## src/design/ppmkd_pkg.sv

```systemverilog
package ppmkd_pkg;

    localparam int MAX_DIM_DEFAULT = 4096;

    // Field widths of the result stream.
    localparam int OUT_DIM_W = 13;
    localparam int COLOR_W   = 8;
    localparam int KIND_W    = 2;
    localparam int CODE_W    = 2;
    localparam int TDATA_W   = 64;

    // The decimal accumulator saturates at 65536, so it needs 17 bits.
    localparam int ACC_W   = 17;
    localparam int ACC_CAP = 65536;

    localparam int FIFO_DEPTH = 4;
    localparam int FIFO_AW    = 2;

    // Configuration port.
    localparam int ADDR_W    = 4;
    localparam int REG_IDX_W = 2;
    localparam logic [REG_IDX_W-1:0] REG_KEY_RED   = 2'd0;
    localparam logic [REG_IDX_W-1:0] REG_KEY_GREEN = 2'd1;
    localparam logic [REG_IDX_W-1:0] REG_KEY_BLUE  = 2'd2;

    localparam logic [COLOR_W-1:0] KEY_RED_RESET   = 8'd255;
    localparam logic [COLOR_W-1:0] KEY_GREEN_RESET = 8'd0;
    localparam logic [COLOR_W-1:0] KEY_BLUE_RESET  = 8'd255;

    localparam logic [KIND_W-1:0] KIND_PIXEL  = 2'd0;
    localparam logic [KIND_W-1:0] KIND_HEADER = 2'd1;
    localparam logic [KIND_W-1:0] KIND_ERROR  = 2'd2;

    localparam logic [CODE_W-1:0] ERR_NONE   = 2'd0;
    localparam logic [CODE_W-1:0] ERR_MAGIC  = 2'd1;
    localparam logic [CODE_W-1:0] ERR_MAXVAL = 2'd2;
    localparam logic [CODE_W-1:0] ERR_NUMBER = 2'd3;

    // One classified request travelling from the parser to the output side.
    typedef struct packed {
        logic [KIND_W-1:0]    kind;
        logic [CODE_W-1:0]    error_code;
        logic [OUT_DIM_W-1:0] image_width;
        logic [OUT_DIM_W-1:0] image_height;
        logic [COLOR_W-1:0]   red;
        logic [COLOR_W-1:0]   green;
        logic [COLOR_W-1:0]   blue;
        logic                 last;
    } t_item;

    typedef struct packed {
        logic full;
        logic empty;
    } t_fifo_status;

endpackage

```

## src/design/ppmkd_front.sv

```systemverilog
module ppmkd_front import ppmkd_pkg::*; #(
    parameter int MAX_DIM = MAX_DIM_DEFAULT
) (
    input  logic         i_clk,
    input  logic         i_rst_n,
    input  logic         i_valid,
    input  logic [7:0]   i_data,
    input  logic         i_file_start,
    input  t_fifo_status i_status,
    output logic         o_ready,
    output logic         o_push,
    output t_item        o_item
);

    localparam int DIM_W = $clog2(MAX_DIM + 1);
    localparam int SUM_W = ACC_W + 4;

    localparam logic [3:0] PH_MAGIC1  = 4'd0;
    localparam logic [3:0] PH_MAGIC2  = 4'd1;
    localparam logic [3:0] PH_SEP     = 4'd2;
    localparam logic [3:0] PH_HASH    = 4'd3;
    localparam logic [3:0] PH_COMMENT = 4'd4;
    localparam logic [3:0] PH_WIDTH   = 4'd5;
    localparam logic [3:0] PH_HEIGHT  = 4'd6;
    localparam logic [3:0] PH_MAXVAL  = 4'd7;
    localparam logic [3:0] PH_PIXELS  = 4'd8;
    localparam logic [3:0] PH_IDLE    = 4'd9;

    localparam logic [7:0] CH_P     = 8'h50;
    localparam logic [7:0] CH_6     = 8'h36;
    localparam logic [7:0] CH_HASH  = 8'h23;
    localparam logic [7:0] CH_LF    = 8'h0A;
    localparam logic [7:0] CH_CR    = 8'h0D;
    localparam logic [7:0] CH_TAB   = 8'h09;
    localparam logic [7:0] CH_SPACE = 8'h20;
    localparam logic [7:0] CH_0     = 8'h30;
    localparam logic [7:0] CH_9     = 8'h39;
    localparam logic [7:0] MAXVAL_OK = 8'd255;

    logic [3:0]       r_phase, n_phase;
    logic [ACC_W-1:0] r_acc, n_acc;
    logic             r_seen, n_seen;
    logic [DIM_W-1:0] r_width, n_width;
    logic [DIM_W-1:0] r_height, n_height;
    logic [DIM_W-1:0] r_col, n_col;
    logic [DIM_W-1:0] r_row, n_row;
    logic [1:0]       r_slot, n_slot;
    logic [7:0]       r_red, n_red;
    logic [7:0]       r_green, n_green;

    logic [3:0]       w_ph;
    logic [3:0]       w_num_ph;
    logic [ACC_W-1:0] w_acc;
    logic             w_seen;
    logic             w_accept;
    logic             w_is_digit;
    logic             w_is_space;
    logic             w_do_num;
    logic [SUM_W-1:0] w_sum;
    logic [ACC_W-1:0] w_acc_next;
    logic             w_pix_last;
    logic             w_empty_img;

    assign o_ready  = !i_status.full;
    assign w_accept = i_valid && o_ready;

    always_comb begin
        // A file start restarts the parser on this very byte.
        w_ph   = i_file_start ? PH_MAGIC1 : r_phase;
        w_acc  = i_file_start ? '0 : r_acc;
        w_seen = i_file_start ? 1'b0 : r_seen;

        w_is_digit = (i_data >= CH_0) && (i_data <= CH_9);
        w_is_space = (i_data == CH_SPACE) || (i_data == CH_TAB) ||
                     (i_data == CH_LF) || (i_data == CH_CR);
        w_sum = (SUM_W'(w_acc) << 3) + (SUM_W'(w_acc) << 1) +
                SUM_W'(i_data - CH_0);
        w_acc_next = (w_sum > SUM_W'(ACC_CAP)) ? ACC_W'(ACC_CAP) : w_sum[ACC_W-1:0];

        w_num_ph = (w_ph == PH_HASH) ? PH_WIDTH : w_ph;
        w_do_num = ((w_ph == PH_HASH) && (i_data != CH_HASH)) ||
                   (w_ph == PH_WIDTH) || (w_ph == PH_HEIGHT) || (w_ph == PH_MAXVAL);

        w_pix_last = (({1'b0, r_col} + 1'b1) == {1'b0, r_width}) &&
                     (({1'b0, r_row} + 1'b1) == {1'b0, r_height});
        w_empty_img = (r_width == '0) || (r_height == '0);

        n_phase  = r_phase;
        n_acc    = r_acc;
        n_seen   = r_seen;
        n_width  = r_width;
        n_height = r_height;
        n_col    = r_col;
        n_row    = r_row;
        n_slot   = r_slot;
        n_red    = r_red;
        n_green  = r_green;
        o_push   = 1'b0;
        o_item   = '0;

        if (w_accept) begin
            n_phase = w_ph;
            n_acc   = w_acc;
            n_seen  = w_seen;
            if (w_do_num) begin
                n_phase = w_num_ph;
                if (w_is_digit) begin
                    n_acc  = w_acc_next;
                    n_seen = 1'b1;
                    if ((w_num_ph != PH_MAXVAL) && (w_acc_next > ACC_W'(MAX_DIM))) begin
                        o_push            = 1'b1;
                        o_item.kind       = KIND_ERROR;
                        o_item.error_code = ERR_NUMBER;
                        n_phase           = PH_IDLE;
                    end
                end else if (!w_is_space) begin
                    o_push            = 1'b1;
                    o_item.kind       = KIND_ERROR;
                    o_item.error_code = ERR_NUMBER;
                    n_phase           = PH_IDLE;
                end else if (w_seen) begin
                    n_acc  = '0;
                    n_seen = 1'b0;
                    unique case (w_num_ph)
                        PH_WIDTH: begin
                            n_width = w_acc[DIM_W-1:0];
                            n_phase = PH_HEIGHT;
                        end
                        PH_HEIGHT: begin
                            n_height = w_acc[DIM_W-1:0];
                            n_phase  = PH_MAXVAL;
                        end
                        default: begin
                            o_push = 1'b1;
                            if (w_acc != ACC_W'(MAXVAL_OK)) begin
                                o_item.kind       = KIND_ERROR;
                                o_item.error_code = ERR_MAXVAL;
                                n_phase           = PH_IDLE;
                            end else begin
                                o_item.kind         = KIND_HEADER;
                                o_item.image_width  = OUT_DIM_W'(r_width);
                                o_item.image_height = OUT_DIM_W'(r_height);
                                o_item.last         = w_empty_img;
                                n_col   = '0;
                                n_row   = '0;
                                n_slot  = '0;
                                n_phase = w_empty_img ? PH_IDLE : PH_PIXELS;
                            end
                        end
                    endcase
                end
            end else begin
                unique case (w_ph)
                    PH_MAGIC1: begin
                        if (i_data != CH_P) begin
                            o_push            = 1'b1;
                            o_item.kind       = KIND_ERROR;
                            o_item.error_code = ERR_MAGIC;
                            n_phase           = PH_IDLE;
                        end else begin
                            n_phase = PH_MAGIC2;
                        end
                    end
                    PH_MAGIC2: begin
                        if (i_data != CH_6) begin
                            o_push            = 1'b1;
                            o_item.kind       = KIND_ERROR;
                            o_item.error_code = ERR_MAGIC;
                            n_phase           = PH_IDLE;
                        end else begin
                            n_phase = PH_SEP;
                        end
                    end
                    PH_SEP: begin
                        n_phase = PH_HASH;
                    end
                    PH_HASH: begin
                        n_phase = PH_COMMENT;
                    end
                    PH_COMMENT: begin
                        if (i_data == CH_LF) begin
                            n_phase = PH_WIDTH;
                        end
                    end
                    PH_PIXELS: begin
                        unique case (r_slot)
                            2'd0: begin
                                n_red  = i_data;
                                n_slot = 2'd1;
                            end
                            2'd1: begin
                                n_green = i_data;
                                n_slot  = 2'd2;
                            end
                            default: begin
                                n_slot       = 2'd0;
                                o_push       = 1'b1;
                                o_item.kind  = KIND_PIXEL;
                                o_item.red   = r_red;
                                o_item.green = r_green;
                                o_item.blue  = i_data;
                                o_item.last  = w_pix_last;
                                if (w_pix_last) begin
                                    n_phase = PH_IDLE;
                                end else if (({1'b0, r_col} + 1'b1) == {1'b0, r_width}) begin
                                    n_col = '0;
                                    n_row = r_row + 1'b1;
                                end else begin
                                    n_col = r_col + 1'b1;
                                end
                            end
                        endcase
                    end
                    default: begin
                        n_phase = w_ph;
                    end
                endcase
            end
        end
    end

    always_ff @(posedge i_clk) begin
        if (!i_rst_n) begin
            r_phase <= PH_MAGIC1;
            r_acc   <= '0;
            r_seen  <= 1'b0;
            r_slot  <= '0;
            r_col   <= '0;
            r_row   <= '0;
        end else begin
            r_phase <= n_phase;
            r_acc   <= n_acc;
            r_seen  <= n_seen;
            r_slot  <= n_slot;
            r_col   <= n_col;
            r_row   <= n_row;
        end
    end

    always_ff @(posedge i_clk) begin
        r_width  <= n_width;
        r_height <= n_height;
        r_red    <= n_red;
        r_green  <= n_green;
    end

endmodule

```

## src/design/ppmkd_fifo.sv

```systemverilog
module ppmkd_fifo import ppmkd_pkg::*; (
    input  logic         i_clk,
    input  logic         i_rst_n,
    input  logic         i_push,
    input  t_item        i_item,
    input  logic         i_pop,
    output t_item        o_item,
    output t_fifo_status o_status
);

    t_item              r_mem [FIFO_DEPTH];
    logic [FIFO_AW-1:0] r_wr_ptr;
    logic [FIFO_AW-1:0] r_rd_ptr;
    logic [FIFO_AW:0]   r_count;

    assign o_item         = r_mem[r_rd_ptr];
    assign o_status.full  = (r_count == (FIFO_AW + 1)'(FIFO_DEPTH));
    assign o_status.empty = (r_count == '0);

    always_ff @(posedge i_clk) begin
        if (i_push) begin
            r_mem[r_wr_ptr] <= i_item;
        end
    end

    always_ff @(posedge i_clk) begin
        if (!i_rst_n) begin
            r_wr_ptr <= '0;
            r_rd_ptr <= '0;
            r_count  <= '0;
        end else begin
            if (i_push) begin
                r_wr_ptr <= r_wr_ptr + 1'b1;
            end
            if (i_pop) begin
                r_rd_ptr <= r_rd_ptr + 1'b1;
            end
            if (i_push && !i_pop) begin
                r_count <= r_count + 1'b1;
            end else if (i_pop && !i_push) begin
                r_count <= r_count - 1'b1;
            end
        end
    end

endmodule

```

## src/design/ppmkd_back.sv

```systemverilog
module ppmkd_back import ppmkd_pkg::*; (
    input  logic               i_clk,
    input  logic               i_rst_n,
    input  t_item              i_item,
    input  t_fifo_status       i_status,
    output logic               o_pop,
    input  logic [COLOR_W-1:0] i_key_red,
    input  logic [COLOR_W-1:0] i_key_green,
    input  logic [COLOR_W-1:0] i_key_blue,
    output logic               o_valid,
    input  logic               i_ready,
    output logic [TDATA_W-1:0] o_tdata,
    output logic [KIND_W-1:0]  o_tuser,
    output logic               o_tlast
);

    logic               r_valid;
    logic [TDATA_W-1:0] r_tdata;
    logic [KIND_W-1:0]  r_tuser;
    logic               r_tlast;

    logic               w_match;
    logic               w_show;
    logic [COLOR_W-1:0] w_red;
    logic [COLOR_W-1:0] w_green;
    logic [COLOR_W-1:0] w_blue;
    logic [COLOR_W-1:0] w_alpha;
    logic [TDATA_W-1:0] w_tdata;

    assign o_pop   = !i_status.empty && (!r_valid || i_ready);
    assign o_valid = r_valid;
    assign o_tdata = r_tdata;
    assign o_tuser = r_tuser;
    assign o_tlast = r_tlast;

    always_comb begin
        w_match = (i_item.red == i_key_red) && (i_item.green == i_key_green) &&
                  (i_item.blue == i_key_blue);
        // Keyed pixels and non-pixel results carry all-zero color.
        w_show  = (i_item.kind == KIND_PIXEL) && !w_match;
        w_red   = w_show ? i_item.red : '0;
        w_green = w_show ? i_item.green : '0;
        w_blue  = w_show ? i_item.blue : '0;
        w_alpha = w_show ? {COLOR_W{1'b1}} : '0;
        w_tdata = TDATA_W'({w_alpha, w_blue, w_green, w_red, i_item.image_height,
                            i_item.image_width, i_item.error_code});
    end

    always_ff @(posedge i_clk) begin
        if (!i_rst_n) begin
            r_valid <= 1'b0;
        end else if (o_pop) begin
            r_valid <= 1'b1;
        end else if (i_ready) begin
            r_valid <= 1'b0;
        end
    end

    always_ff @(posedge i_clk) begin
        if (o_pop) begin
            r_tdata <= w_tdata;
            r_tuser <= i_item.kind;
            r_tlast <= i_item.last;
        end
    end

endmodule

```

## src/design/ppm_p6_colorkey_decoder.sv

```systemverilog
// Binary PPM (P6) decoder with a transparent color key.
// Input stream: one file byte per request. s_axis_tdata carries the byte and
// s_axis_tuser marks the first byte of a new file, which restarts the parser.
// Output stream: one result per header, pixel or error. m_axis_tuser gives the
// kind (pixel, header, error), m_axis_tlast marks the final pixel, or the
// header of an empty image. Pixels equal to the key read as all zeros.
// The key is set through the APB port at byte addresses 0, 4 and 8 (red,
// green, blue) and should only be written while the stream is idle.
// Throughput is one byte per cycle while the result queue has room; the parser
// updates its state in the same cycle it takes a byte. A result that a byte
// completes passes through the result queue and then the output register.
// A four-entry queue sits between parser and output stage, so a stalled
// receiver only holds off input once the queue and output register are full.
// Reset returns the parser to expect the "P6" magic, empties the queue and
// loads the key with magenta (255, 0, 255).
module ppm_p6_colorkey_decoder import ppmkd_pkg::*; #(
    parameter int MAX_DIM = MAX_DIM_DEFAULT
) (
    input  logic               i_clk,
    input  logic               i_rst_n,
    input  logic               s_axis_tvalid,
    output logic               s_axis_tready,
    input  logic [7:0]         s_axis_tdata,   // [7:0] data_byte
    input  logic               s_axis_tuser,   // [0] file_start
    output logic               m_axis_tvalid,
    input  logic               m_axis_tready,
    // [1:0] error_code, [14:2] image_width, [27:15] image_height, [35:28] red,
    // [43:36] green, [51:44] blue, [59:52] alpha, [63:60] zero
    output logic [TDATA_W-1:0] m_axis_tdata,
    output logic [KIND_W-1:0]  m_axis_tuser,   // [1:0] kind
    output logic               m_axis_tlast,
    input  logic               psel,
    input  logic               penable,
    input  logic               pwrite,
    input  logic [ADDR_W-1:0]  paddr,
    input  logic [31:0]        pwdata,
    output logic [31:0]        prdata,
    output logic               pready
);

    logic [COLOR_W-1:0]   r_key_red;
    logic [COLOR_W-1:0]   r_key_green;
    logic [COLOR_W-1:0]   r_key_blue;
    logic [REG_IDX_W-1:0] w_reg_idx;

    logic         w_push;
    t_item        w_push_item;
    logic         w_pop;
    t_item        w_pop_item;
    t_fifo_status w_status;

    assign pready    = 1'b1;
    assign w_reg_idx = paddr[ADDR_W-1:2];

    always_comb begin
        unique case (w_reg_idx)
            REG_KEY_RED:   prdata = 32'(r_key_red);
            REG_KEY_GREEN: prdata = 32'(r_key_green);
            REG_KEY_BLUE:  prdata = 32'(r_key_blue);
            default:       prdata = '0;
        endcase
    end

    always_ff @(posedge i_clk) begin
        if (!i_rst_n) begin
            r_key_red   <= KEY_RED_RESET;
            r_key_green <= KEY_GREEN_RESET;
            r_key_blue  <= KEY_BLUE_RESET;
        end else if (psel && penable && pwrite && pready) begin
            unique case (w_reg_idx)
                REG_KEY_RED:   r_key_red   <= pwdata[COLOR_W-1:0];
                REG_KEY_GREEN: r_key_green <= pwdata[COLOR_W-1:0];
                REG_KEY_BLUE:  r_key_blue  <= pwdata[COLOR_W-1:0];
                default: begin
                end
            endcase
        end
    end

    ppmkd_front #(
        .MAX_DIM (MAX_DIM)
    ) u_front (
        .i_clk        (i_clk),
        .i_rst_n      (i_rst_n),
        .i_valid      (s_axis_tvalid),
        .i_data       (s_axis_tdata),
        .i_file_start (s_axis_tuser),
        .i_status     (w_status),
        .o_ready      (s_axis_tready),
        .o_push       (w_push),
        .o_item       (w_push_item)
    );

    ppmkd_fifo u_fifo (
        .i_clk    (i_clk),
        .i_rst_n  (i_rst_n),
        .i_push   (w_push),
        .i_item   (w_push_item),
        .i_pop    (w_pop),
        .o_item   (w_pop_item),
        .o_status (w_status)
    );

    ppmkd_back u_back (
        .i_clk       (i_clk),
        .i_rst_n     (i_rst_n),
        .i_item      (w_pop_item),
        .i_status    (w_status),
        .o_pop       (w_pop),
        .i_key_red   (r_key_red),
        .i_key_green (r_key_green),
        .i_key_blue  (r_key_blue),
        .o_valid     (m_axis_tvalid),
        .i_ready     (m_axis_tready),
        .o_tdata     (m_axis_tdata),
        .o_tuser     (m_axis_tuser),
        .o_tlast     (m_axis_tlast)
    );

    // The parser never writes into a full queue.
    a_no_overflow: assert property (@(posedge i_clk) disable iff (!i_rst_n)
        !(w_push && w_status.full))
        else $error("result queue written while full");

    // The output stage only takes from a queue that holds something.
    a_no_underflow: assert property (@(posedge i_clk) disable iff (!i_rst_n)
        !(w_pop && w_status.empty))
        else $error("result queue read while empty");

    // Whatever leaves the queue shows up on the output in the next cycle.
    a_pop_shows: assert property (@(posedge i_clk) disable iff (!i_rst_n)
        w_pop |=> m_axis_tvalid)
        else $error("popped result not presented");

    // A keyed pixel must come out fully transparent and black.
    a_keyed_black: assert property (@(posedge i_clk) disable iff (!i_rst_n)
        (m_axis_tvalid && (m_axis_tuser == KIND_PIXEL) && (m_axis_tdata[59:52] == '0))
        |-> (m_axis_tdata[51:28] == '0))
        else $error("transparent pixel carries color");

endmodule

```

## config.mk

```make
export PLATFORM = sky130hd
export DESIGN_NAME = ppm_p6_colorkey_decoder
export DESIGN_NICKNAME = d
export VERILOG_FILES = /design/src/design/ppmkd_pkg.sv /design/src/design/ppmkd_front.sv /design/src/design/ppmkd_fifo.sv /design/src/design/ppmkd_back.sv /design/src/design/ppm_p6_colorkey_decoder.sv
export SDC_FILE = /design/constraint.sdc
export NUM_CORES = 1
export LEC_CHECK = 0
export BUFFER_PORTS_ARGS = -buffer_cell sky130_fd_sc_hd__buf_2
export CAP_MARGIN = 5
export CORE_AREA = 2 2 151 263
export DETAILED_ROUTE_END_ITERATION = 8
export DIE_AREA = 0 0 153 265
export PLACE_DENSITY = 0.79
export SLEW_MARGIN = 10
export SYNTH_ARGS = -nofsm -noshare
export SYNTH_HDL_FRONTEND = slang
export SYNTH_SLANG_ARGS = --single-unit
```

## constraint.sdc

```tcl
create_clock -name i_clk -period 19.15 [get_ports i_clk]
set_input_delay 2.8725 -clock i_clk [delete_from_list [all_inputs] [get_ports i_clk]]
set_output_delay 2.8725 -clock i_clk [all_outputs]
set_load 0.005 [all_outputs]
```

Yosys cells after proc, flatten, opt, wreduce, memory -nomap -nowiden
Memory sizes are Yosys's and may differ from the RTL's. A register that Yosys moved wholly into a read port is not among the register bits.
Index checks and enable logic that the tools add are counted.

storage, ports and cells
  register bits = 187
  latch bits = 0
  bits in writable memories = 220
  ROM bits = 0
  input bits = 52
  output and inout port bits = 102
  word-level logic and storage cells = 220
  memories kept = 1

cells by class
  add/subtract/negate cells = 11
  multipliers = 0
  div/mod/pow operators = 0
  magnitude comparators = 4
  equality and inequality tests = 35
  shift operators = 0
  muxes and demuxes = 96
  bitwise gates (word level) = 2
  reduce and logical (&&, ||, !) cells = 50

memories
  memory        words  width  rd ports  clocked after Yosys merged registers in  write ports  line              text
  u_fifo.r_mem  4      55     1         1                                        1            ppmkd_fifo.sv:11  t_item r_mem [FIFO_DEPTH];

operators with widths
  operator                                                          count
  two-way mux 13 bit                                                15
  two-way mux 26 bit                                                4
  two-way mux 17 bit                                                6
  two-way mux 4 bit                                                 19
  two-way mux 30 bit                                                2
  two-way mux 55 bit                                                1
  two-way mux 25 bit                                                2
  adder 13 x 1 -> 14 bit (second input constant)                    2
  equality test 14 x 13 -> 1 bit                                    2
  adder 13 x 1 -> 13 bit (second input constant)                    2
  zero test 13 bit                                                  2
  two-way mux 1 bit                                                 25
  equality test 4 x 3 -> 1 bit (second input constant)              6
  equality test 8 x 4 -> 1 bit (second input constant)              3
  equality test 8 bit                                               3
  two-way mux 24 bit                                                1
  one-hot mux 4 bit (6 select lines)                                1
  one-hot mux 8 bit (3 select lines)                                1
  two-way mux 2 bit                                                 11
  adder 20 x 18 -> 21 bit                                           1
  adder 21 bit                                                      1
  greater-than comparator 21 x 17 -> 1 bit (second input constant)  1
  greater-than comparator 17 x 13 -> 1 bit (second input constant)  1
  != test 17 x 8 -> 1 bit (second input constant)                   1
  other kinds (38)                                                  85

Depth between registers and ports, before layout
Gate-level depths: netlist (run 1).

  word-level depth = 15
  depth in mapped cells = 23
  depth with buffers taken out = 21

Hierarchy
A second synthesis (run 1) with hierarchy kept.

unflattened totals
  cells, all modules = 1,470
  area, all modules = 19,298.5 um2

modules (own cells, without submodules)
  module                   instances  cells each  area an instance (um2)  sequential area each (um2)
  ppmkd_fifo               1          330         8,450.6                 6,786.5
  ppmkd_front              1          826         7,110.6                 2,262.2
  ppmkd_back               1          160         2,347.3                 1,701.6
  ppm_p6_colorkey_decoder  1          154         1,390.1                 480.5

Worst setup path after synthesis (run 1)
Ideal clock, no wire load.

  kind = in2reg
  start point = in s_axis_tdata[4]
  end point = mem u_fifo.r_mem[0][0] in the netlist's numbering, enable pin
  setup time = 0.418 ns
  data arrival time = 7.898 ns
  slack = 10.833 ns
  stages = 16
  cell sequence = ha_1 > or3_1 > inv_1 > fa_1 > ha_1 > clkbuf_1 > a21oi_1 > o21ai_1 > nor3_1 > a21o_1 > a311oi_1 > nor3_1 > nand4_1 > o21ai_0 > a21oi_1 > and2_1

between the ends
  longest elaborated chain between the ends = 12
  elaborated cells between the ends (all ways) = 33
  those cells by class = 2 x add/sub; 4 x order compare; 7 x eq/ne; 11 x mux; 9 x reduce/logical

ends and longest elaborated chain
  item                                         line                           text
  start: declaration                           ppm_p6_colorkey_decoder.sv:23  input logic [7:0] s_axis_tdata,
  subtractor 8 x 6 -> 9 bit                    ppmkd_front.sv:77              SUM_W'(i_data - CH_0);
  adder 21 bit                                 ppmkd_front.sv:76              w_sum = (SUM_W'(w_acc) << 3) + (SUM_W'(w_acc) << 1) +
  greater-than comparator 21 x 17 -> 1 bit     ppmkd_front.sv:78              w_acc_next = (w_sum > SUM_W'(ACC_CAP)) ? ACC_W'(ACC_CAP) : w_sum[ACC_W-1:0];
  two-way mux 17 bit                           ppmkd_front.sv:78
  greater-than comparator 17 x 13 -> 1 bit     ppmkd_front.sv:110             if ((w_num_ph != PH_MAXVAL) && (w_acc_next > ACC_W'(MAX_DIM))) begin
  logical AND 1 bit                            ppmkd_front.sv:110
  two-way mux 1 bit                            ppmkd_front.sv:110
  two-way mux 1 bit                            ppmkd_front.sv:107             if (w_is_digit) begin
  two-way mux 1 bit (*)                        ppmkd_front.sv:105             if (w_do_num) begin
  two-way mux 1 bit (*)                        ppmkd_front.sv:101             if (w_accept) begin
  via u_fifo.i_push                            ppmkd_fifo.sv:4                input logic i_push,
  two-way mux 1 bit (*)                        ppmkd_fifo.sv:21               if (i_push) begin
  two-way mux 1 bit (implied by the code) (*)  ppmkd_fifo.sv:22               r_mem[r_wr_ptr] <= i_item;
  end: declaration                             ppmkd_fifo.sv:11

Mark *: on every way through the listed nets, which the timed path passes. The rest lies on a longest branch.

Worst setup path after layout (run 1)
  start point = in s_axis_tdata[4]
  end point = reg u_fifo.r_count[2]

between the ends
  longest elaborated chain between the ends = 13
  elaborated cells between the ends (all ways) = 36
  those cells by class = 2 x add/sub; 4 x order compare; 7 x eq/ne; 10 x mux; 13 x reduce/logical

ends and longest elaborated chain
  item                                      line                text
  subtractor 8 x 6 -> 9 bit                 ppmkd_front.sv:77
  adder 21 bit                              ppmkd_front.sv:76
  greater-than comparator 21 x 17 -> 1 bit  ppmkd_front.sv:78
  two-way mux 17 bit                        ppmkd_front.sv:78
  greater-than comparator 17 x 13 -> 1 bit  ppmkd_front.sv:110
  logical AND 1 bit                         ppmkd_front.sv:110
  two-way mux 1 bit                         ppmkd_front.sv:110
  two-way mux 1 bit                         ppmkd_front.sv:107
  two-way mux 1 bit (*)                     ppmkd_front.sv:105
  two-way mux 1 bit (*)                     ppmkd_front.sv:101
  via u_fifo.i_push                         ppmkd_fifo.sv:4
  zero test 1 bit                           ppmkd_fifo.sv:40    end else if (i_pop && !i_push) begin
  logical AND 1 bit                         ppmkd_fifo.sv:40
  nonzero test 2 bit (no source line)       -
  end signal: assignment                    ppmkd_fifo.sv:39    r_count <= r_count + 1'b1;
  end signal: assignment                    ppmkd_fifo.sv:41    r_count <= r_count - 1'b1;
  end: declaration                          ppmkd_fifo.sv:14    logic [FIFO_AW:0] r_count;

Marked as above.
A chain may end at the register's enable or synchronous reset.

==> results of run 1 <==
## metal layers
layer  global-route usage [%]  wire length [um]  up-vias
met2                     37.2             22100      427
met1                     21.4             14700     5857
met3                     2.55              1780      147
met4                     12.7              2730        0
met5                        0                 0        -
li1                         -                 -     5522
## final cells by class
class                           count  area (sq um)  area share [%]
Sequential cell                   402         11200            54.1
Multi-Input combinational cell    940          7090            34.1
Clock buffer                       44           920            4.42
Tap cell                          485           607            2.92
Timing Repair Buffer              108           566            2.72
Inverter                           54           203           0.975
Clock inverter                     17           170           0.819
## cell usage after synthesis, types with 7 or more instances
| library cell | n | area share [%] |
|---|---|---|
| sky130_fd_sc_hd__buf_4 | 42 | 1.7 |
| sky130_fd_sc_hd__nor4_1 | 19 | 0.63 |
| sky130_fd_sc_hd__a31oi_1 | 7 | 0.23 |
| sky130_fd_sc_hd__ha_1 | 33 | 2.2 |
| sky130_fd_sc_hd__fa_1 | 17 | 1.8 |
| sky130_fd_sc_hd__a211oi_1 | 8 | 0.32 |
| sky130_fd_sc_hd__or3_1 | 11 | 0.36 |
| sky130_fd_sc_hd__edfxtp_1 | 318 | 50 |
| sky130_fd_sc_hd__clkbuf_1 | 50 | 0.99 |
| sky130_fd_sc_hd__and3_1 | 8 | 0.26 |
| sky130_fd_sc_hd__a21boi_0 | 8 | 0.32 |
| sky130_fd_sc_hd__and2_1 | 92 | 3.0 |
| sky130_fd_sc_hd__mux4_2 | 55 | 6.5 |
| sky130_fd_sc_hd__xor2_1 | 26 | 1.2 |
| sky130_fd_sc_hd__nand3_1 | 44 | 1.2 |
| sky130_fd_sc_hd__dfxtp_1 | 84 | 8.9 |
| sky130_fd_sc_hd__xnor2_1 | 48 | 2.2 |
| sky130_fd_sc_hd__nor2b_1 | 41 | 1.4 |
| sky130_fd_sc_hd__nand2b_1 | 19 | 0.63 |
| sky130_fd_sc_hd__a21oi_1 | 50 | 1.3 |
| sky130_fd_sc_hd__nor3_1 | 27 | 0.71 |
| sky130_fd_sc_hd__nand2_1 | 112 | 2.2 |
| sky130_fd_sc_hd__nand4_1 | 29 | 0.96 |
| sky130_fd_sc_hd__mux2i_1 | 23 | 1.2 |
| sky130_fd_sc_hd__o21a_1 | 20 | 0.79 |
| sky130_fd_sc_hd__a21o_1 | 8 | 0.32 |
| sky130_fd_sc_hd__inv_1 | 54 | 1.1 |
| sky130_fd_sc_hd__nor2_1 | 53 | 1.1 |
| sky130_fd_sc_hd__o21ai_0 | 63 | 1.7 |
## cell usage in the layout (no fill, tap or decap), types with 44 or more instances in the layout
master	n
sky130_fd_sc_hd__a21oi_1	49
sky130_fd_sc_hd__and2_1	88
sky130_fd_sc_hd__buf_2	98
sky130_fd_sc_hd__dfxtp_1	82
sky130_fd_sc_hd__edfxtp_1	318
sky130_fd_sc_hd__inv_1	54
sky130_fd_sc_hd__mux4_2	55
sky130_fd_sc_hd__nand2_1	112
sky130_fd_sc_hd__nand3_1	44
sky130_fd_sc_hd__nor2_1	52
sky130_fd_sc_hd__o21ai_0	63
sky130_fd_sc_hd__xnor2_1	48
## where the power goes
group          switching, mW  internal, mW
Combinational          0.252         0.202
Clock                  0.305         0.383
Sequential            0.0451          1.09
## per-stage QoR
stage | setup slack (ps) | utilization, % | cells
global placement | 10030 | 51.3 | 1989
finish | 10330 | 54.1 | 2050
CTS | 10380 | 54.1 | 2050
floorplan | 10830 | - | 1497
global route | 9930 | 54.1 | 2050
detailed placement | 9830 | 51.3 | 1989
## sequential cells by signal, indices dropped and copies added, names as in the netlist, named ones only
register,count
u_front.r_row,13
u_front.r_width,13
r_key_red,8
u_front.r_acc,17
u_front.r_green,8
u_back.o_tlast,1
r_key_blue,8
u_front.r_red,8
u_front.r_seen,1
r_key_green,8
u_front.r_slot,2
u_back.o_tuser,2
u_front.r_col,13
u_fifo.r_rd_ptr,2
u_back.o_valid,1
u_back.o_tdata,53
u_fifo.r_count,3
u_fifo.r_mem,220
u_front.r_height,13
u_fifo.r_wr_ptr,2
u_front.r_phase,4
## cell families (layout without fill, tap and decap cells)
logic type | count (synthesis) | after routing
multiplexers | 79 | 79
flip-flops | 402 | 402
adder cells (fa/ha/maj) | 50 | 50
buffers and inverters | 155 | 223
other | 2 | 29
AND/OR/NAND/NOR | 481 | 481
AO/OA/AOI/OAI | 227 | 227
XOR/XNOR | 74 | 74
## worst min-delay path by stage
stage,slack [ps],cells after the start,from,to
6_report,510,2,u_fifo.r_wr_ptr[0]$_SDFFE_PN0P_,u_fifo.r_wr_ptr[0]$_SDFFE_PN0P_
5_1_grt,520,2,r_key_blue[4]$_SDFFE_PN1P_,r_key_blue[4]$_SDFFE_PN1P_
4_1_cts,500,2,r_key_red[4]$_SDFFE_PN1P_,r_key_red[4]$_SDFFE_PN1P_
3_5_place_dp,490,2,r_key_red[4]$_SDFFE_PN1P_,r_key_red[4]$_SDFFE_PN1P_
3_3_place_gp,480,2,u_fifo.r_wr_ptr[1]$_SDFFE_PN0P_,u_fifo.r_wr_ptr[1]$_SDFFE_PN0P_
2_1_floorplan,470,2,u_fifo.r_wr_ptr[1]$_SDFFE_PN0P_,u_fifo.r_wr_ptr[1]$_SDFFE_PN0P_
## critical path: stages
cell and delay, ps:
sky130_fd_sc_hd__buf_2 150, sky130_fd_sc_hd__ha_1 270, sky130_fd_sc_hd__or3_1 460, sky130_fd_sc_hd__inv_1 420, sky130_fd_sc_hd__fa_1 490, sky130_fd_sc_hd__ha_1 260
sky130_fd_sc_hd__a21oi_1 290, sky130_fd_sc_hd__nand3_1 110, sky130_fd_sc_hd__o21ai_0 430, sky130_fd_sc_hd__mux2i_1 140, sky130_fd_sc_hd__a311oi_1 650, sky130_fd_sc_hd__nor3_1 160
sky130_fd_sc_hd__nand4_1 170, sky130_fd_sc_hd__o21ai_0 220, sky130_fd_sc_hd__a21oi_1 700, sky130_fd_sc_hd__ha_1 310, sky130_fd_sc_hd__inv_1 60, sky130_fd_sc_hd__fa_1 380
sky130_fd_sc_hd__xor2_1 180, sky130_fd_sc_hd__or3_1 310, sky130_fd_sc_hd__a21boi_0 210
==> results_tabular.tex, run 1 <==
\begin{tabular}{lr}
\hline
Metric & Value \\
\hline
\multicolumn{2}{l}{\textbf{STA}} \\
Period utilisation layout & around 46\% \\
FMAX & about 0.11 GHz \\
Worst-case headroom to the max-slew limit & 18.5\% \\
Layout Skew & roughly 24 ps \\
Number of setup violations in the final report & 0 \\
RSZ-0062 raised after global routing & false \\
Final Hold Vio Count & 0 \\
Final Max Tran Viols & 0 \\
Worst-margin pin slew & 1210 ps \\
Hold slack & 508 ps \\
Final total negative setup slack & 0 ps \\
Min cycle time layout & 8820 ps \\
\multicolumn{2}{l}{\textbf{Logic synthesis}} \\
Warning count from the yosys run & 0 \\
Compound-gate portion of the synthesized area & 7.90\% \\
Share of the synthesized netlist area taken by xor and xnor gates & 3.43\% \\
Fraction of the mapped netlist area in simple logic gates & 13.5\% \\
Share of the yosys chip area belonging to registers & 59.4\% \\
Combinational family with the most area after synthesis & simple AND/OR/NAND/NOR gates \\
Share of flip-flops with an asynchronous set or reset & 0\% \\
EDFF count, synth & 318 \\
Post-synthesis instance area & 0.0189 sq mm \\
Main synth FF type & sky130\_fd\_sc\_hd\_\_edfxtp\_1 \\
Synthesized area per cell & between 10 and 15 sq um \\
Count of mapped cells out of synthesis & 1470 \\
Multiplexer share of the synthesized area & 7.82\% \\
Distinct cell type count after synthesis & between 70 and 80 \\
Number of synthesized register bits & around 400 \\
Arithmetic-cell share of the synthesized area counting full adders, half adders and majority gates & 3.98\% \\
\multicolumn{2}{l}{\textbf{Clock tree}} \\
CTS hold repair buffers & 0 \\
CTS HTree Levels & 2 \\
Clock root buffer & sky130\_fd\_sc\_hd\_\_clkbuf\_16 \\
Number of buffers on the longest clock path & 3 \\
Post-CTS sizing & 0 \\
Worst-Skew Late Latency & 540 ps \\
Inserted Clock Buffers & 34 \\
Clock slew seen by the registers of the worst setup and hold paths & 70 ps \\
Number of sinks handled by clock tree synthesis & $\sim$400 \\
Post-CTS Setup Bufs & 0 \\
CTS tree & yes \\
\multicolumn{2}{l}{\textbf{Critical path}} \\
Worst Path Arrival & 9250 ps \\
Reg-to-Reg Start & u\_front.r\_acc[8]\$\_SDFFE\_PN0P\_ \\
Worst Setup Path Type & input pin to flip-flop \\
Worst reg2reg path depth & 20 \\
Worst setup SP type & input pin \\
Worst setup path startpoint & s\_axis\_tdata[4] \\
Data required, critical path & approximately 20000 ps \\
Crit Reg-Reg Endpoint & u\_fifo.r\_count[2]\$\_SDFFE\_PN0P\_ \\
Capture point of the critical path & u\_fifo.r\_count[2]\$\_SDFFE\_PN0P\_ \\
Setup slack on the worst flop-to-flop path & about 13000 ps \\
Maximum net fanout on the critical path & 9 \\
Type of destination of the critical path & flip-flop \\
\multicolumn{2}{l}{\textbf{Detailed routing}} \\
Final Routed Wirelength & 41400 um \\
Routed len/inst & 20.2 um \\
Remaining DRCs & 0 \\
Antenna Nets Post-Route & 0 \\
Number of detailed-routing iterations run before antenna repair & 5 \\
DRC violation total after the first TritonRoute iteration & 931 \\
Overall via count from detail\_route & 12000 \\
Vias per cell & 5.83 \\
\multicolumn{2}{l}{\textbf{Die}} \\
Standard cell core area & $\sim$0.038 sq mm \\
Standard-cell rows & 95 \\
Die X & 153 um \\
Initial Util & 49.3\% \\
Floorplan die height & about 270 um \\
Top-level port count & 154 \\
Die Outline Area & 0.0405 sq mm \\
\multicolumn{2}{l}{\textbf{Place}} \\
Final HPWL DP & 29000 um \\
Port bufs & a little under 100 \\
Final GP Congestion & about 0.92 \\
Cell area after placement & 0.0197 sq mm \\
\multicolumn{2}{l}{\textbf{Power and ir drop}} \\
Peak VDD IR & 0.0000623 V \\
LEAKAGE & 7.48 nW \\
Power per Cell Area & about 110 mW/mm\^{}2 \\
Post-layout power & 2.28 mW \\
\multicolumn{2}{l}{\textbf{Global route}} \\
Number of antenna violations at the first check in global routing & 0 \\
Wire length of the first global-routing pass & $\sim$64000 um \\
All-Layer GR Usage & 20.1\% \\
Global route overflow & 0 \\
Pin count of the biggest net entering global routing & 76 \\
Via count of the first global-routing pass & 12000 \\
\multicolumn{2}{l}{\textbf{Layout}} \\
Final design instance area without fill & between 0.02 and 0.025 sq mm \\
Diode insertion count for antenna repair & 0 \\
Share of post-route cells with drive strength above 1 & between 10 and 15\% \\
Count of nets after finishing & 1642 \\
Final-layout fill cell count & about 3000 \\
Synth-to-layout area growth & 9.87\% \\
\multicolumn{2}{l}{\textbf{Outcome}} \\
Status & completed \\
\multicolumn{2}{l}{\textbf{Flow run}} \\
Max-Cap Viols & 0 \\
\multicolumn{2}{l}{\textbf{Min path}} \\
Hold Crit Class & flip-flop to flip-flop \\
\hline
\end{tabular}
(Power assumes the default switching activity.)
==> inputs of run 2 (changes only) <==
--- a/config.mk
+++ b/config.mk
@@ -10,7 +10,7 @@
 export CORE_AREA = 2 2 151 263
 export DETAILED_ROUTE_END_ITERATION = 8
 export DIE_AREA = 0 0 153 265
-export PLACE_DENSITY = 0.79
+export PLACE_DENSITY = 0.81
 export SLEW_MARGIN = 10
 export SYNTH_ARGS = -nofsm -noshare
 export SYNTH_HDL_FRONTEND = slang
==> constraint.sdc (replaced) <==
create_clock -name i_clk -period 7.94 [get_ports i_clk]
set_input_delay 1.191 -clock i_clk [delete_from_list [all_inputs] [get_ports i_clk]]
set_output_delay 1.191 -clock i_clk [all_outputs]
set_load 0.005 [all_outputs]
==> results_tabular.tex, run 2 (same netlist as run 1, synthesis figures left out) <==
\begin{tabular}{lr}
\hline
Metric & Value \\
\hline
\multicolumn{2}{l}{\textbf{Clock tree}} \\
CTS tree & yes \\
Clock root buffer & sky130\_fd\_sc\_hd\_\_clkbuf\_16 \\
Post-CTS Setup Bufs & 0 (unchanged) \\
Post-CTS sizing & 0 (unchanged) \\
Clock slew seen by the registers of the worst setup and hold paths & 70 ps (about the same) \\
CTS hold repair buffers & 0 (unchanged) \\
Number of buffers on the longest clock path & 3 (unchanged) \\
Number of sinks handled by clock tree synthesis & 402 (unchanged) \\
Worst-Skew Late Latency & 520 ps (-20 ps) \\
CTS HTree Levels & 2 (unchanged) \\
Inserted Clock Buffers & 34 (unchanged) \\
\multicolumn{2}{l}{\textbf{Place}} \\
Port bufs & 98 (unchanged) \\
Final GP Congestion & 0.943 (+2.4\%) \\
Final HPWL DP & 29500 um (+1.9\%) \\
\multicolumn{2}{l}{\textbf{Critical path}} \\
Data required, critical path & 8380 ps (-11200 ps) \\
Worst setup SP type & input pin \\
Worst Path Arrival & 7470 ps (-1780 ps) \\
Worst Setup Path Type & input pin to flip-flop \\
Setup slack on the worst flop-to-flop path & 1900 ps (-10940 ps) \\
Maximum net fanout on the critical path & 9 (unchanged) \\
Type of destination of the critical path & flip-flop \\
\multicolumn{2}{l}{\textbf{Die}} \\
Initial Util & 49.3\% (unchanged) \\
Standard cell core area & 0.0384 sq mm (unchanged) \\
Die X & 153 um (unchanged) \\
Standard-cell rows & 95 (unchanged) \\
Floorplan die height & 265 um (unchanged) \\
Die Outline Area & 0.0405 sq mm (unchanged) \\
Top-level port count & 154 (unchanged) \\
\multicolumn{2}{l}{\textbf{STA}} \\
Final Hold Vio Count & 0 (unchanged) \\
Hold slack & 504 ps (-4.45 ps) \\
Number of setup violations in the final report & 0 (unchanged) \\
Worst-margin pin slew & 1220 ps (+6.08 ps) \\
Period utilisation layout & 88.6\% \\
Min cycle time layout & 7030 ps \\
Final total negative setup slack & 0 ps (unchanged) \\
RSZ-0062 raised after global routing & false \\
FMAX & 0.142 GHz \\
Layout Skew & 20.1 ps (-4.38 ps) \\
Worst-case headroom to the max-slew limit & 18.1\% (-0.41 points) \\
Final Max Tran Viols & 0 (unchanged) \\
\multicolumn{2}{l}{\textbf{Flow run}} \\
Max-Cap Viols & 0 (unchanged) \\
\multicolumn{2}{l}{\textbf{Layout}} \\
Number of flip-flops in the largest register & 220 (unchanged) \\
Commonest cells after routing, fill and taps aside & sky130\_fd\_sc\_hd\_\_edfxtp\_1 (318), sky130\_fd\_sc\_hd\_\_nand2\_1 (112), sky130\_fd\_sc\_hd\_\_buf\_2 (98) \\
Diode insertion count for antenna repair & 0 (unchanged) \\
Total area of multi-input combinational cells & 0.00709 sq mm (about the same) \\
FF/Latch Area & 0.0112 sq mm (unchanged) \\
Most common cell after layout, fill and taps aside & sky130\_fd\_sc\_hd\_\_edfxtp\_1 \\
Synth-to-layout area growth & 10.6\% \\
Share of post-route cells with drive strength above 1 & 15.4\% (+0.51 points) \\
Register containing the most flip-flops in the final layout & u\_fifo.r\_mem \\
Final-layout fill cell count & 2972 (-1.7\%) \\
Count of nets after finishing & 1648 (+0.37\%) \\
\multicolumn{2}{l}{\textbf{Power and ir drop}} \\
Post-layout power & 5.56 mW (+140\%) \\
LEAKAGE & 7.54 nW (+0.73\%) \\
Power per Cell Area & 266 mW/mm\^{}2 (+140\%) \\
Peak VDD IR & 0.000170 V (+170\%) \\
\multicolumn{2}{l}{\textbf{Detailed routing}} \\
Remaining DRCs & 0 (unchanged) \\
Routed len/inst & 20.9 um (+3.6\%) \\
Vias per cell & 5.85 (+0.40\%) \\
Antenna Nets Post-Route & 0 (unchanged) \\
Final Routed Wirelength & 43000 um (+3.9\%) \\
Number of detailed-routing iterations run before antenna repair & 5 (unchanged) \\
Overall via count from detail\_route & 12000 (+0.74\%) \\
DRC violation total after the first TritonRoute iteration & 969 (+4.1\%) \\
\multicolumn{2}{l}{\textbf{Global route}} \\
Via count of the first global-routing pass & 12200 (+1.8\%) \\
All-Layer GR Usage & 20.9\% (+0.83 points) \\
Wire length of the first global-routing pass & 67000 um (+4.3\%) \\
Number of antenna violations at the first check in global routing & 1 (+1) \\
Global route overflow & 0 (unchanged) \\
Pin count of the biggest net entering global routing & 76 (unchanged) \\
\multicolumn{2}{l}{\textbf{Min path}} \\
Hold Crit Class & flip-flop to flip-flop \\
\multicolumn{2}{l}{\textbf{Outcome}} \\
Status & completed \\
\hline
\end{tabular}
run 2: per-stage QoR:
step / instances / utilization, % / instance area (sq um) / setup WS (ps)
after floorplan: 1497 / - / 19000 / 1300
after global placement: 1995 / 51.5 / 19800 / 738
after detailed placement: 1995 / 51.5 / 19800 / 545
after CTS: 2057 / 54.5 / 20900 / 1070
after global routing: 2057 / 54.5 / 20900 / 568
final: 2057 / 54.5 / 20900 / 908
run 2: worst max-delay path, cell delays in order:
cell and delay [ps]:
sky130_fd_sc_hd__buf_2 150, sky130_fd_sc_hd__ha_1 280, sky130_fd_sc_hd__or3_1 460, sky130_fd_sc_hd__inv_1 450, sky130_fd_sc_hd__fa_1 490, sky130_fd_sc_hd__ha_1 470, sky130_fd_sc_hd__a21oi_1 170, sky130_fd_sc_hd__o21ai_1 440
sky130_fd_sc_hd__nor3_1 100, sky130_fd_sc_hd__a21o_1 170, sky130_fd_sc_hd__a311oi_1 400, sky130_fd_sc_hd__nor3_1 130, sky130_fd_sc_hd__nand4_1 150, sky130_fd_sc_hd__o21ai_0 250, sky130_fd_sc_hd__a21oi_1 720, sky130_fd_sc_hd__ha_1 320
sky130_fd_sc_hd__inv_1 60, sky130_fd_sc_hd__fa_1 380, sky130_fd_sc_hd__xor2_1 180, sky130_fd_sc_hd__or3_1 310, sky130_fd_sc_hd__a21boi_0 190
run 2: routing by layer:
| metal | track usage (%) | up-vias | wire, um | part of all wire [%] |
|---|---|---|---|---|
| met3 | 2.13 | 149 | 1880 | 4.4 |
| met2 | 39.9 | 477 | 23700 | 55 |
| li1 | - | 5524 | - | - |
| met5 | 0 | - | 10 | 0.023 |
| met1 | 22.4 | 5890 | 14900 | 35 |
| met4 | 11.4 | 2 | 2510 | 5.8 |
run 2: layout make-up:
| cell class | count | share of cell area, % |
|---|---|---|
| clock buffers | 45 | 4.41 |
| multi-input cells | 940 | 33.9 |
| well taps | 485 | 2.90 |
| clock inverters | 17 | 1.00 |
| repair buffers | 114 | 3.16 |
| flip-flops and latches | 402 | 53.7 |
| inverters | 54 | 0.969 |
run 2: worst paths after layout:
path | to | cells after the start | from
worst max-delay path | u_fifo.r_count[2]$_SDFFE_PN0P_ | 21 | s_axis_tdata[4]
worst min-delay path | r_key_blue[6]$_SDFFE_PN1P_ | 2 | r_key_blue[6]$_SDFFE_PN1P_
worst max register to register | u_fifo.r_count[2]$_SDFFE_PN0P_ | 20 | u_front.r_acc[8]$_SDFFE_PN0P_
worst min register to register | r_key_blue[6]$_SDFFE_PN1P_ | 2 | r_key_blue[6]$_SDFFE_PN1P_
run 2: power by group:
group	switching (mW)	leakage, nW	internal [mW]	total, mW
Combinational	0.607	3.34	0.494	1.10
Sequential	0.128	3.65	2.62	2.75
Clock	0.747	0.550	0.960	1.71
==> inputs of run 3 (changes only) <==
--- a/config.mk
+++ b/config.mk
@@ -7,10 +7,12 @@
 export LEC_CHECK = 0
 export BUFFER_PORTS_ARGS = -buffer_cell sky130_fd_sc_hd__buf_2
 export CAP_MARGIN = 5
-export CORE_AREA = 2 2 151 263
+export CELL_PAD_IN_SITES_DETAIL_PLACEMENT = 1
+export CELL_PAD_IN_SITES_GLOBAL_PLACEMENT = 1
+export CORE_AREA = 2 2 158 277
 export DETAILED_ROUTE_END_ITERATION = 8
-export DIE_AREA = 0 0 153 265
-export PLACE_DENSITY = 0.81
+export DIE_AREA = 0 0 160 279
+export PLACE_DENSITY = 0.87
 export SLEW_MARGIN = 10
 export SYNTH_ARGS = -nofsm -noshare
 export SYNTH_HDL_FRONTEND = slang
==> results_tabular.tex, run 3 (same netlist as run 1, synthesis figures left out) <==
\begin{tabular}{lr}
\hline
Metric & Value \\
\hline
\multicolumn{2}{l}{\textbf{Power and ir drop}} \\
LEAKAGE & 7.53 nW (-0.10\%) \\
Total net switching power & 1.57 mW (+5.6\%) \\
Portion of total power attributed to combinational logic & 20.7\% (+0.9 points) \\
Sw frac & 28.0\% (+1.4 points) \\
Peak VDD IR & 0.000168 V (-0.71\%) \\
Cell-internal power & 4.02 mW (-1.4\%) \\
Clock Power Share & 30.1\% (-0.6 points) \\
Power per Cell Area & 266 mW/mm\^{}2 (about the same) \\
Sequential fraction of design power & 49.2\% (-0.3 points) \\
\multicolumn{2}{l}{\textbf{Detailed routing}} \\
Remaining DRCs & 0 (unchanged) \\
Antenna Nets Post-Route & 0 (unchanged) \\
Final Routed Wirelength & 51000 um (+19\%) \\
Number of detailed-routing iterations run before antenna repair & 5 (unchanged) \\
Routed len/inst & 23.9 um (+14\%) \\
Overall via count from detail\_route & 12700 (+5.1\%) \\
Vias per cell & 5.93 (+1.4\%) \\
DRC violation total after the first TritonRoute iteration & 882 (-9.0\%) \\
\multicolumn{2}{l}{\textbf{Layout}} \\
Final-layout fill cell count & 4357 (+47\%) \\
Diode insertion count for antenna repair & 0 (unchanged) \\
Register containing the most flip-flops in the final layout & u\_fifo.r\_mem \\
Number of flip-flops in the largest register & 220 (unchanged) \\
Post-layout utilization of the core & 49.7\% (-4.8 points) \\
Count of nets after finishing & 1650 (+0.12\%) \\
Final cell count without fillers & 2133 (+3.7\%) \\
Commonest cells after routing, fill and taps aside & sky130\_fd\_sc\_hd\_\_edfxtp\_1 (318), sky130\_fd\_sc\_hd\_\_nand2\_1 (112), sky130\_fd\_sc\_hd\_\_buf\_2 (98) \\
Most common cell after layout, fill and taps aside & sky130\_fd\_sc\_hd\_\_edfxtp\_1 \\
Total area of multi-input combinational cells & 0.00710 sq mm (+0.19\%) \\
Synth-to-layout area growth & 11.1\% \\
Share of post-route cells with drive strength above 1 & 16.0\% (+0.57 points) \\
FF/Latch Area & 0.0112 sq mm (unchanged) \\
\multicolumn{2}{l}{\textbf{STA}} \\
Worst-case headroom to the max-slew limit & 19.6\% (+1.5 points) \\
Hold slack & 507 ps (+2.99 ps) \\
RSZ-0062 raised after global routing & false \\
Layout Skew & 15.0 ps (-5.09 ps) \\
Number of setup violations in the final report & 0 (unchanged) \\
Min cycle time layout & 6660 ps (-371 ps) \\
Final total negative setup slack & 0 ps (unchanged) \\
FMAX & 0.150 GHz (+5.6\%) \\
Final Max Tran Viols & 0 (unchanged) \\
Final Hold Vio Count & 0 (unchanged) \\
Worst-margin pin slew & 1200 ps (-15.5 ps) \\
Period utilisation layout & 83.9\% (-4.7 points) \\
\multicolumn{2}{l}{\textbf{Die}} \\
Floorplan die height & 279 um (+5.3\%) \\
Top-level port count & 154 (unchanged) \\
Standard-cell rows & 100 (+5.3\%) \\
Initial Util & 44.7\% (-4.5 points) \\
Die X & 160 um (+4.6\%) \\
Standard cell core area & 0.0423 sq mm (+10\%) \\
Die Outline Area & 0.0446 sq mm (+10\%) \\
\multicolumn{2}{l}{\textbf{Clock tree}} \\
Number of buffers on the longest clock path & 3 (unchanged) \\
Post-CTS sizing & 0 (unchanged) \\
Number of sinks handled by clock tree synthesis & 402 (unchanged) \\
Clock slew seen by the registers of the worst setup and hold paths & 70 ps (about the same) \\
Worst-Skew Late Latency & 520 ps (about the same) \\
Inserted Clock Buffers & 35 (+2.9\%) \\
CTS HTree Levels & 2 (unchanged) \\
Post-CTS Setup Bufs & 0 (unchanged) \\
CTS tree & yes \\
Clock root buffer & sky130\_fd\_sc\_hd\_\_clkbuf\_16 \\
CTS hold repair buffers & 0 (unchanged) \\
\multicolumn{2}{l}{\textbf{Global route}} \\
Pin count of the biggest net entering global routing & 74 (-2.6\%) \\
All-Layer GR Usage & 22.7\% (+1.8 points) \\
Global route overflow & 0 (unchanged) \\
Number of antenna violations at the first check in global routing & 1 (unchanged) \\
Via count of the first global-routing pass & 13700 (+12\%) \\
Wire length of the first global-routing pass & 78800 um (+18\%) \\
\multicolumn{2}{l}{\textbf{Place}} \\
Port bufs & 98 (unchanged) \\
Number of cells after detailed placement & 2072 (+3.9\%) \\
Final HPWL DP & 34300 um (+16\%) \\
Final GP Congestion & 0.893 (-5.3\%) \\
\multicolumn{2}{l}{\textbf{Critical path}} \\
Type of destination of the critical path & flip-flop \\
Data required, critical path & 8370 ps (about the same) \\
Worst Setup Path Type & input pin to flip-flop \\
Maximum net fanout on the critical path & 9 (unchanged) \\
Worst Path Arrival & 7090 ps (-380 ps) \\
Worst setup SP type & input pin \\
\multicolumn{2}{l}{\textbf{Min path}} \\
Hold Crit Class & flip-flop to flip-flop \\
\multicolumn{2}{l}{\textbf{Outcome}} \\
Status & completed \\
\multicolumn{2}{l}{\textbf{Flow run}} \\
Max-Cap Viols & 0 (unchanged) \\
\hline
\end{tabular}
-- run 3: worst paths after layout --
check	start	endpoint	slack (ps)	cells past startpoint
worst max register to register	u_front.r_acc[0]$_SDFFE_PN0P_	u_fifo.r_count[2]$_SDFFE_PN0P_	2140	21
worst min register to register	u_fifo.r_wr_ptr[1]$_SDFFE_PN0P_	u_fifo.r_wr_ptr[1]$_SDFFE_PN0P_	510	2
worst min-delay path	u_fifo.r_wr_ptr[1]$_SDFFE_PN0P_	u_fifo.r_wr_ptr[1]$_SDFFE_PN0P_	510	2
worst max-delay path	s_axis_tdata[4]	u_fifo.r_count[2]$_SDFFE_PN0P_	1280	23
-- run 3: cell type report --
class                   count  share of cell area, %
multi-input cells         940                   33.8
clock buffers              37                   4.25
well taps                 561                   3.34
inverters                  54                  0.964
flip-flops and latches    402                   53.5
repair buffers            115                   3.18
clock inverters            24                   1.01
-- run 3: per-stage QoR --
step	instance area [sq um]	worst slack [ps]	power [mW]
finish	21000	1280	5.59
global route	21000	957	5.78
global placement	19900	973	3.86
detailed placement	19900	779	3.95
floorplan	19000	1300	3.51
CTS	21000	1320	5.63
-- run 3: critical path: stages --
cell and delay, ps:
sky130_fd_sc_hd__buf_2 150, sky130_fd_sc_hd__ha_1 280, sky130_fd_sc_hd__or3_1 460, sky130_fd_sc_hd__inv_1 430
sky130_fd_sc_hd__fa_1 490, sky130_fd_sc_hd__ha_1 260, sky130_fd_sc_hd__a21oi_1 290, sky130_fd_sc_hd__nand3_1 110
sky130_fd_sc_hd__o21ai_0 520, sky130_fd_sc_hd__mux2i_1 160, sky130_fd_sc_hd__a311oi_1 350, sky130_fd_sc_hd__nor3_1 130
sky130_fd_sc_hd__nand4_1 160, sky130_fd_sc_hd__o21ai_0 100, sky130_fd_sc_hd__buf_4 170, sky130_fd_sc_hd__a21oi_1 290
sky130_fd_sc_hd__buf_4 220, sky130_fd_sc_hd__ha_1 200, sky130_fd_sc_hd__inv_1 70, sky130_fd_sc_hd__fa_1 370
sky130_fd_sc_hd__xor2_1 180, sky130_fd_sc_hd__or3_1 300, sky130_fd_sc_hd__a21boi_0 200
-- run 3: layer usage --
metal / global-route usage, % / vias up / wire [um] / part of all wire (%)
met5: 0 / - / 16 / 0.031
met4: 14.8 / 2 / 3490 / 6.9
met3: 2.94 / 204 / 2370 / 4.7
met2: 43.1 / 524 / 27600 / 54
met1: 23.1 / 6402 / 17400 / 34
li1: - / 5527 / - / -
-- run 3: power by group through the flow --
stage,clock network [mW],registers [mW],logic (mW)
finish,1.68,2.75,1.15
global route,1.76,2.78,1.25
CTS,1.70,2.75,1.17
detailed placement,0,2.79,1.16
global placement,0,2.76,1.10
floorplan,0,2.77,0.736
